===== config.mk =====
export PLATFORM = sky130hd
export DESIGN_NAME = bnr_ctrl
export DESIGN_NICKNAME = d
export VERILOG_FILES = /design/src/design/bnr_pkg.sv /design/src/design/bnr_ctrl.sv
export SDC_FILE = /design/constraint.sdc
export NUM_CORES = 1
export LEC_CHECK = 0
export BUFFER_PORTS_ARGS = -buffer_cell sky130_fd_sc_hd__buf_4
export CAP_MARGIN = 0
export CELL_PAD_IN_SITES_DETAIL_PLACEMENT = 1
export CELL_PAD_IN_SITES_GLOBAL_PLACEMENT = 2
export CORE_UTILIZATION = 35
export CTS_BUF_LIST = sky130_fd_sc_hd__clkbuf_4
export DETAILED_ROUTE_END_ITERATION = 8
export HOLD_SLACK_MARGIN = 0.15
export PLACE_DENSITY = 0.93
export SYNTH_ARGS = -nofsm -noshare
export SYNTH_HDL_FRONTEND = slang
export SYNTH_SLANG_ARGS = --single-unit

===== constraint.sdc =====
create_clock -name clk -period 9.54 [get_ports clk]
set_clock_uncertainty 0.2 [all_clocks]
set_input_delay 1.908 -clock clk [delete_from_list [all_inputs] [get_ports clk]]
set_output_delay 1.908 -clock clk [all_outputs]
set_load 0.01 [all_outputs]

===== src/design/bnr_pkg.sv =====
// bnr_pkg: shared constants, types and microcode for the Bezier parameter refiner.
// No dependencies; used by bnr_ctrl, bnr_dpath and the top level.
package bnr_pkg;

    localparam int COORD_WIDTH_DEF = 24;
    localparam int PARAM_WIDTH_DEF = 20;

    localparam int ACC_W      = 48;
    localparam int COORD_FRAC = 8;
    localparam int PARAM_FRAC = 16;
    localparam int HALF_W     = ACC_W / 2;
    localparam int PROD_W     = 2 * ACC_W;
    localparam int DVD_W      = ACC_W + PARAM_FRAC;
    localparam int CNT_W      = $clog2(DVD_W);
    localparam int EXT_W      = ACC_W + 4;

    localparam int RF_DEPTH  = 32;
    localparam int RF_AW     = $clog2(RF_DEPTH);
    localparam int UCODE_LEN = 102;
    localparam int UPC_W     = $clog2(UCODE_LEN);

    localparam int CFG_NUM = 8;
    localparam int CFG_AW  = $clog2(CFG_NUM);
    localparam int K_W     = 4;
    localparam int SRC_PX  = 8;
    localparam int SRC_PY  = 9;

    localparam int T0_ADDR  = 9;
    localparam int T1_ADDR  = 19;
    localparam int NUM_IDX  = 20;
    localparam int DEN_IDX  = 21;
    localparam logic [RF_AW-1:0] NUM_ADDR = RF_AW'(NUM_IDX);
    localparam logic [RF_AW-1:0] DEN_ADDR = RF_AW'(DEN_IDX);

    localparam logic signed [ACC_W-1:0] ACC_MAX = {1'b0, {(ACC_W-1){1'b1}}};
    localparam logic signed [ACC_W-1:0] ACC_MIN = {1'b1, {(ACC_W-1){1'b0}}};

    typedef enum logic [2:0] {
        OP_LD,
        OP_SUB,
        OP_ADD,
        OP_X3,
        OP_X2,
        OP_MULU,
        OP_MUL8
    } op_t;

    typedef struct packed {
        op_t              op;
        logic [RF_AW-1:0] dst;
        logic [RF_AW-1:0] a;
        logic [RF_AW-1:0] b;
        logic [K_W-1:0]   k;
    } ucode_t;

    typedef struct packed {
        logic             load;
        logic             exec;
        logic             mlo;
        logic             mhi;
        logic             mfin;
        logic             div_load;
        logic             div_step;
        logic             div_fin;
        logic             commit;
        logic [RF_AW-1:0] rd_a;
        logic [RF_AW-1:0] rd_b;
        ucode_t           uc;
    } cmd_t;

    typedef struct packed {
        logic den_zero;
        logic out_free;
    } stat_t;

    function automatic logic signed [ACC_W-1:0] sat_acc(input logic signed [EXT_W-1:0] v);
        logic signed [ACC_W-1:0] r;
        if (v > EXT_W'(ACC_MAX))
            r = ACC_MAX;
        else if (v < EXT_W'(ACC_MIN))
            r = ACC_MIN;
        else
            r = v[ACC_W-1:0];
        return r;
    endfunction

    function automatic ucode_t mk_uc(input op_t op, input int dst, input int a, input int b,
                                     input int k);
        ucode_t u;
        u.op  = op;
        u.dst = RF_AW'(dst);
        u.a   = RF_AW'(a);
        u.b   = RF_AW'(b);
        u.k   = K_W'(k);
        return u;
    endfunction

    // Per axis: load control points, derivative points, then de Casteljau lerps
    // (sub, multiply by u, add). Then residual, numerator and denominator.
    function automatic ucode_t ucode_rom(input logic [UPC_W-1:0] pc);
        ucode_t prog [UCODE_LEN];
        int     lp [10];
        int     n;
        int     b;
        lp = '{0, 1, 2, 0, 1, 0, 4, 5, 4, 7};
        n  = 0;
        for (int c = 0; c < 2; c++)
        begin
            b = 10 * c;
            for (int i = 0; i < 4; i++)
            begin
                prog[n] = mk_uc(OP_LD, b + i, 0, 0, 2 * i + c);
                n++;
            end
            for (int i = 0; i < 3; i++)
            begin
                prog[n] = mk_uc(OP_SUB, b + 4 + i, b + i + 1, b + i, 0);
                n++;
                prog[n] = mk_uc(OP_X3, b + 4 + i, b + 4 + i, 0, 0);
                n++;
            end
            for (int i = 0; i < 2; i++)
            begin
                prog[n] = mk_uc(OP_SUB, b + 7 + i, b + 5 + i, b + 4 + i, 0);
                n++;
                prog[n] = mk_uc(OP_X2, b + 7 + i, b + 7 + i, 0, 0);
                n++;
            end
            for (int i = 0; i < 10; i++)
            begin
                prog[n] = mk_uc(OP_SUB, b + 9, b + lp[i] + 1, b + lp[i], 0);
                n++;
                prog[n] = mk_uc(OP_MULU, b + 9, b + 9, 0, 0);
                n++;
                prog[n] = mk_uc(OP_ADD, b + lp[i], b + lp[i], b + 9, 0);
                n++;
            end
        end
        prog[n] = mk_uc(OP_LD, T0_ADDR, 0, 0, SRC_PX);       n++;
        prog[n] = mk_uc(OP_SUB, 0, 0, T0_ADDR, 0);           n++;
        prog[n] = mk_uc(OP_LD, T1_ADDR, 0, 0, SRC_PY);       n++;
        prog[n] = mk_uc(OP_SUB, 10, 10, T1_ADDR, 0);         n++;
        prog[n] = mk_uc(OP_MUL8, T0_ADDR, 0, 4, 0);          n++;
        prog[n] = mk_uc(OP_MUL8, T1_ADDR, 10, 14, 0);        n++;
        prog[n] = mk_uc(OP_ADD, NUM_IDX, T0_ADDR, T1_ADDR, 0); n++;
        prog[n] = mk_uc(OP_MUL8, T0_ADDR, 4, 4, 0);          n++;
        prog[n] = mk_uc(OP_MUL8, T1_ADDR, 14, 14, 0);        n++;
        prog[n] = mk_uc(OP_ADD, DEN_IDX, T0_ADDR, T1_ADDR, 0); n++;
        prog[n] = mk_uc(OP_MUL8, T0_ADDR, 0, 7, 0);          n++;
        prog[n] = mk_uc(OP_MUL8, T1_ADDR, 10, 17, 0);        n++;
        prog[n] = mk_uc(OP_ADD, T0_ADDR, T0_ADDR, T1_ADDR, 0); n++;
        prog[n] = mk_uc(OP_ADD, DEN_IDX, DEN_IDX, T0_ADDR, 0); n++;
        if (int'(pc) < UCODE_LEN)
            return prog[pc];
        else
            return mk_uc(OP_LD, 0, 0, 0, 0);
    endfunction

endpackage


===== src/design/bnr_ctrl.sv =====
// bnr_ctrl: sequencer for the refiner; steps the microcode, multiplier and divider.
// Depends on bnr_pkg.
module bnr_ctrl
    import bnr_pkg::*;
(
    input  logic  clk,
    input  logic  rst_n,
    input  logic  s_tvalid,
    output logic  s_tready,
    output cmd_t  cmd,
    input  stat_t stat
);

    typedef enum logic [3:0] {
        S_IDLE,
        S_FETCH,
        S_EXEC,
        S_MLO,
        S_MHI,
        S_MFIN,
        S_RDFIN,
        S_DLOAD,
        S_DIV,
        S_DFIN,
        S_COMMIT
    } state_t;

    state_t           state_reg, state_next;
    logic [UPC_W-1:0] pc_reg, pc_next;
    logic [CNT_W-1:0] cnt_reg, cnt_next;
    ucode_t           uc;
    logic             is_mul;
    logic             pc_end;

    assign uc     = ucode_rom(pc_reg);
    assign is_mul = (uc.op == OP_MULU) || (uc.op == OP_MUL8);
    assign pc_end = (pc_reg == UPC_W'(UCODE_LEN - 1));

    always_comb
    begin
        state_next = state_reg;
        pc_next    = pc_reg;
        cnt_next   = cnt_reg;
        unique case (state_reg)
            S_IDLE:
            begin
                if (s_tvalid)
                begin
                    state_next = S_FETCH;
                    pc_next    = '0;
                end
            end
            S_FETCH:
                state_next = S_EXEC;
            S_EXEC, S_MFIN:
            begin
                if (state_reg == S_EXEC && is_mul)
                    state_next = S_MLO;
                else if (pc_end)
                    state_next = S_RDFIN;
                else
                begin
                    state_next = S_FETCH;
                    pc_next    = pc_reg + 1'b1;
                end
            end
            S_MLO:
                state_next = S_MHI;
            S_MHI:
                state_next = S_MFIN;
            S_RDFIN:
                state_next = S_DLOAD;
            S_DLOAD:
            begin
                cnt_next   = '0;
                state_next = stat.den_zero ? S_DFIN : S_DIV;
            end
            S_DIV:
            begin
                cnt_next = cnt_reg + 1'b1;
                if (cnt_reg == CNT_W'(DVD_W - 1))
                    state_next = S_DFIN;
            end
            S_DFIN:
                state_next = S_COMMIT;
            S_COMMIT:
            begin
                if (stat.out_free)
                    state_next = S_IDLE;
            end
            default:
                state_next = S_IDLE;
        endcase
    end

    always_ff @(posedge clk or negedge rst_n)
    begin
        if (!rst_n)
        begin
            state_reg <= S_IDLE;
            pc_reg    <= '0;
            cnt_reg   <= '0;
        end
        else
        begin
            state_reg <= state_next;
            pc_reg    <= pc_next;
            cnt_reg   <= cnt_next;
        end
    end

    assign s_tready = (state_reg == S_IDLE);

    always_comb
    begin
        cmd          = '0;
        cmd.uc       = uc;
        cmd.load     = s_tvalid && s_tready;
        cmd.exec     = (state_reg == S_EXEC);
        cmd.mlo      = (state_reg == S_MLO);
        cmd.mhi      = (state_reg == S_MHI);
        cmd.mfin     = (state_reg == S_MFIN);
        cmd.div_load = (state_reg == S_DLOAD);
        cmd.div_step = (state_reg == S_DIV);
        cmd.div_fin  = (state_reg == S_DFIN);
        cmd.commit   = (state_reg == S_COMMIT) && stat.out_free;
        if (state_reg == S_RDFIN || state_reg == S_DLOAD)
        begin
            cmd.rd_a = NUM_ADDR;
            cmd.rd_b = DEN_ADDR;
        end
        else
        begin
            cmd.rd_a = uc.a;
            cmd.rd_b = uc.b;
        end
    end

    a_leave_idle: assert property (@(posedge clk) disable iff (!rst_n)
        (s_tvalid && s_tready) |=> !s_tready)
        else $error("request accepted but sequencer stayed idle");

    a_div_after_ucode: assert property (@(posedge clk) disable iff (!rst_n)
        cmd.div_step |-> pc_end)
        else $error("divider stepping before microcode finished");

endmodule


# ---- After elaboration in Yosys (flattened, before gate mapping)
# Memories as Yosys holds them, arrays and structs flattened.
# Cells that the tools add are included.
dict set report word_totals {
  regBits 17
  latch_bits 0
  ram_bits 0
  rom_bits 2816
  out_inout_bits 42
  n_memories 1
}
dict set report op_classes {
  addsub 2
  multipliers 0
  div 0
  n_lt_le_gt_ge 2
  eq_ne 19
  shift 0
  muxes 16
  n_bitwise 1
  n_reduce_logical 11
}
# memory depth word_bits rd rd_clocked_by_memory_dff wr line_no
set memory_table {}
lappend memory_table {{(name not given)} 128 22 1 0 0 bnr_pkg.sv:154} ;# return prog[pc];
# operator count
set op_table {}
lappend op_table {{$mux 22} 3}
lappend op_table {{$pmux 4 s10} 1}
lappend op_table {{$mux 7} 3}
lappend op_table {{$eq 4x3->1 const B} 4}
lappend op_table {{$pmux 7 s2} 1}
lappend op_table {{$eq 4x4->1 const B} 3}
lappend op_table {{$mux 4} 3}
lappend op_table {{$pmux 6 s2} 1}
lappend op_table {{$mux 10} 1}
lappend op_table {{$eq 4x2->1 const B} 2}
lappend op_table {{$ge 8x8->1 const B} 1}
lappend op_table {{$ne 2x2->1 const B} 4}
lappend op_table {{$not 7->8} 1}
lappend op_table {{$add 7x1->7 const B} 1}
lappend op_table {{$eq 7x7->1 const B} 1}
lappend op_table {{$lt 7x7->1 const B} 1}
lappend op_table {{$add 6x1->6 const B} 1}
lappend op_table {{$eq 3x3->1 const B} 2}
lappend op_table {{$eq 6x6->1 const B} 1}
lappend op_table {{$mux 3} 2}
lappend op_table {{$eq 4x1->1 const B} 1}
lappend op_table {{$logic_not 4->1} 1}
lappend op_table {{$reduce_and 4->1} 1}
lappend op_table {{$reduce_bool 2->1} 2}
lappend op_table {{other kinds (6)} 9}

# ---- Longest topological paths before layout
dict set report depth {
  ltp_word 10
  mapped_depth 13
}

# ---- Worst setup path before layout
# OpenSTA, ideal clock, no wires.
dict set report synth_path {
  path_kind {register to output}
  startpoint {register pc_reg[1]}
  endpoint {output cmd[22] (netlist bit)}
  arrival_time_ns 3.175
  required_time_ns 7.432
  setup_slack_ns 4.257
  path_stages_with_launch 12
  path_cell_list {dfrtp_1 -> buf_1 -> clkinv_1 -> ha_1 -> nand2b_1 -> buf_2 -> a21oi_1 -> o21ai_0 -> a21oi_1 -> a31oi_1 -> a2111oi_0 -> a21o_1}
}
# element line_no
set synth_lines {}
lappend synth_lines {{start: declaration} bnr_ctrl.sv:29} ;# logic [UPC_W-1:0] pc_reg, pc_next;
lappend synth_lines {{start signal: assignment} bnr_ctrl.sv:107} ;# pc_reg <= pc_next;
lappend synth_lines {{end: declaration} bnr_ctrl.sv:10} ;# output cmd_t cmd,

==> results.md <==
* Drc violations at 0
* Flops & latches, synth at 17
* Post-synthesis mux area share at 3.88%
* Adder-cell share of the synthesized area at 7.11%
* Post-synth cell types at 65
* Syn Nets at 574
* Wl on met1 at 6610 um
* Worst-Margin Slew at 1.01 ns
* Clk buf depth at 2
* Leakage at 1.56 nW
* PortBufs at 46
* Hold path cells at 1
* Post-CTS Setup Repair Bufs at 0
* Post-synthesis compound-gate area fraction at 37.1%
* Final period utilization at 67.0%
* Area delta synth->final at 10.1%
* Seq/Total Area, Yosys at 12.1%
* Detailed Route WL at 16300 um
* Startpoint types: register
* TritonCTS clock tree: yes
* Routed length per instance at 23.9 um
* Crit path required time at 7.43 ns
* Hold buffers post-CTS at 0
* Final HPWL DP at 11700 um
* R2R depth at 10
* Synthesis Warnings at 0
* Highest routed layer: met4
* Dpl cells at 680
* Minimum clock period at 6.39 ns
* DRT Pass-1 Iters at 6
* Global-route wire length before repair at 24400 um
* Tot GR Track Use at 31.0%
* Fillers at 1316
* Cts repair resizes at 0
* Worst min path class: reg -> reg
* Final setup fails at 0
* P per Cell Area at 191 nW/um^2
* Synth Area in Simple Gates at 31.2%
* Clock transition at path regs at 0.11 ns
* Mapped Avg Cell Area at 6.41 sq um
* # rows at 36
* Die Y at 102 um
* Gpl congestion at 1.03
* Syn Inst Count at 549
* Core area at 9770 sq um
* Post-route insts no fill at 684
* Critical path peak fanout at 17
* Post-DP Area at 3840 sq um
* Number of vias per cell at 6.74
* CTS Buf Count at 3
* Pre-CTS WS at 3.64 ns
* VDD IR-drop max at 0.125 mV
* Die X at 102 um
* Async SR Flop Fraction at 100%
* Max Cap Violations at 0
* Status: finished clean
* Largest family of logic cells by synthesized area: compound AO/OA/AOI/OAI gates
* Cell Area, Synth at 3520 sq um
* Worst Slack Setup Final at 3.15 ns
* NumNets Final at 577
* Clock sinks at 17
* Relative slew slack at 32.4%
* Max-slew violation count at 0
* Synth Area in XOR/XNOR at 0%
* Multi-input gate area at 2790 sq um
* Met3 wire length at 1410 um
* Final Core Density at 39.6%
* Vias in the first global route at 4283
* Met2 WL post-DR at 7390 um
* Storage cell area at 429 sq um
* Largest register FFs at 7
* Clk_lat worst skew at 0.30 ns
* RSZ-0062 raised after global routing: false
* Total gr overflow at 0
* Largest net degree at the start of global routing at 74
* Max stage delay on crit path at 0.75 ns
* Hold Slack at 0.305 ns
* Initial antenna violation count at 0
* Ports at 47
* Crit-path cells: clkinv_1, ha_1, nand2b_1, a21oi_1, o21ai_0, a21oi_1, a31oi_1, a2111oi_0, a21o_1, buf_4
* Via count at 4608
* Max Fclk at 0.156 GHz
* Top_reg_cell synth: dfrtp_1
* Crit end category: output port
* Arr. time, crit path at 4.28 ns
* Antenna cells at 0
* Setup tns final at 0 ns
* Post-DRT Antenna Nets at 0
* Iteration-0 DRC Markers at 576
* H-tree Lvls at 1
* CP Class: reg -> out
* Initial Utilization at 36.0%
* Number of flops mapped to enable cells by yosys at 0
* Total power at 0.742 mW
* Post-route cell area at 3870 sq um
* Clock root buffer: clkbuf_4
* Max stage delay cell, worst path: dfrtp_1
* Hold Violations, Final at 0
* Layout cells sized above 1 at 13.4%
* Crit path top cell by count: a21oi_1
* Die area at 10500 sq um
[Yosys cell counts, drive strengths merged, types with 3 or more instances]
library cell   n  share of area (%)
o32ai          6                1.5
nor4           4               0.71
nand2b        14                2.9
clkbuf        28                3.0
o21ai         49                7.0
nor3          17                2.4
nand2         63                6.7
o21a           4               0.85
nand3         18                2.6
a21oi         51                7.3
a211oi        13                2.9
a31oi         12                2.1
nand4          8                1.4
and2           7                1.2
a31o           3               0.75
mux2i          8                2.3
nor2b         14                2.5
a221oi         3               0.75
a2111oi        5                1.2
inv           17                1.8
o22ai          6                1.1
buf           26                3.7
and3           3               0.53
a311oi         6                1.5
ha            20                7.1
o211ai        12                2.6
o311ai         3               0.75
nor2          65                7.0
dfrtp         17                 12
o31ai          4               0.85
nand3b         4               0.85
a21o           6                1.3
[critical path, delay by kind of cell, from the launching register on]
family	cells	cell delay (ns)
flip-flops	1	0.75
buffers and inverters	2	0.59
adder cells (fa/ha/maj)	1	0.60
AND/OR/NAND/NOR	1	0.40
AO/OA/AOI/OAI	6	1.64
[cells by family (layout without fill, tap and decap cells)]
logic type,count (synthesis),count (layout)
DFF,17,17
and+or+nand+nor,227,227
adders and majority gates,20,20
muxes,11,11
buffers and inverters,72,74
AOI/OAI and AO/OA,202,202
[cells in the final DEF (no fill, tap or decap), types with 4 or more instances in the layout]
master     instances
o32ai_1            6
nor3_1            17
nand4_1            8
o22ai_1            6
a211oi_1          12
buf_4             52
nand2b_1          12
mux2i_1            8
and2_1             7
nor4_1             4
nand3b_1           4
a31oi_1           12
ha_1              20
nor2_1            64
a311oi_1           6
o21a_1             4
nand2_1           63
o31ai_1            4
clkbuf_4           4
dfrtp_1           14
o211ai_1          12
nand3_1           18
nor2b_1           14
a21oi_1           51
inv_1             16
a2111oi_0          5
o21ai_0           48
a21o_1             6
[power breakdown]
part	total, mW	internal, mW	switching [mW]
Clock	0.0424	0.0191	0.0232
Sequential	0.148	0.0887	0.0598
Combinational	0.551	0.195	0.356
[layer usage]
layer / up-vias / track usage [%]
li1: 2018 / -
met1: 2219 / 40.8
met2: 300 / 50.9
met3: 71 / 2.46
met4: 0 / 15.6
met5: - / 0
[path summary, 6_finish.rpt]
path,start,to,slack (ns)
setup / recovery,pc_reg[1],cmd[22],3.15
hold / removal,pc_reg[5],pc_reg[5],0.30
setup reg to reg,pc_reg[1],pc_reg[1],4.83
hold reg to reg,pc_reg[5],pc_reg[5],0.30
max in group asynchronous,rst_n,pc_reg[3],7.67
min in group asynchronous,rst_n,state_reg[3],1.25
[cell type report]
cell class | count | share of cell area [%]
timing repair buffer | 52 | 10.1
inverter | 18 | 1.74
tap | 133 | 4.29
multi-input combinational | 460 | 72.0
sequential | 17 | 11.1
clock buffer | 4 | 0.775
Power figures use the tool's default switching activity.
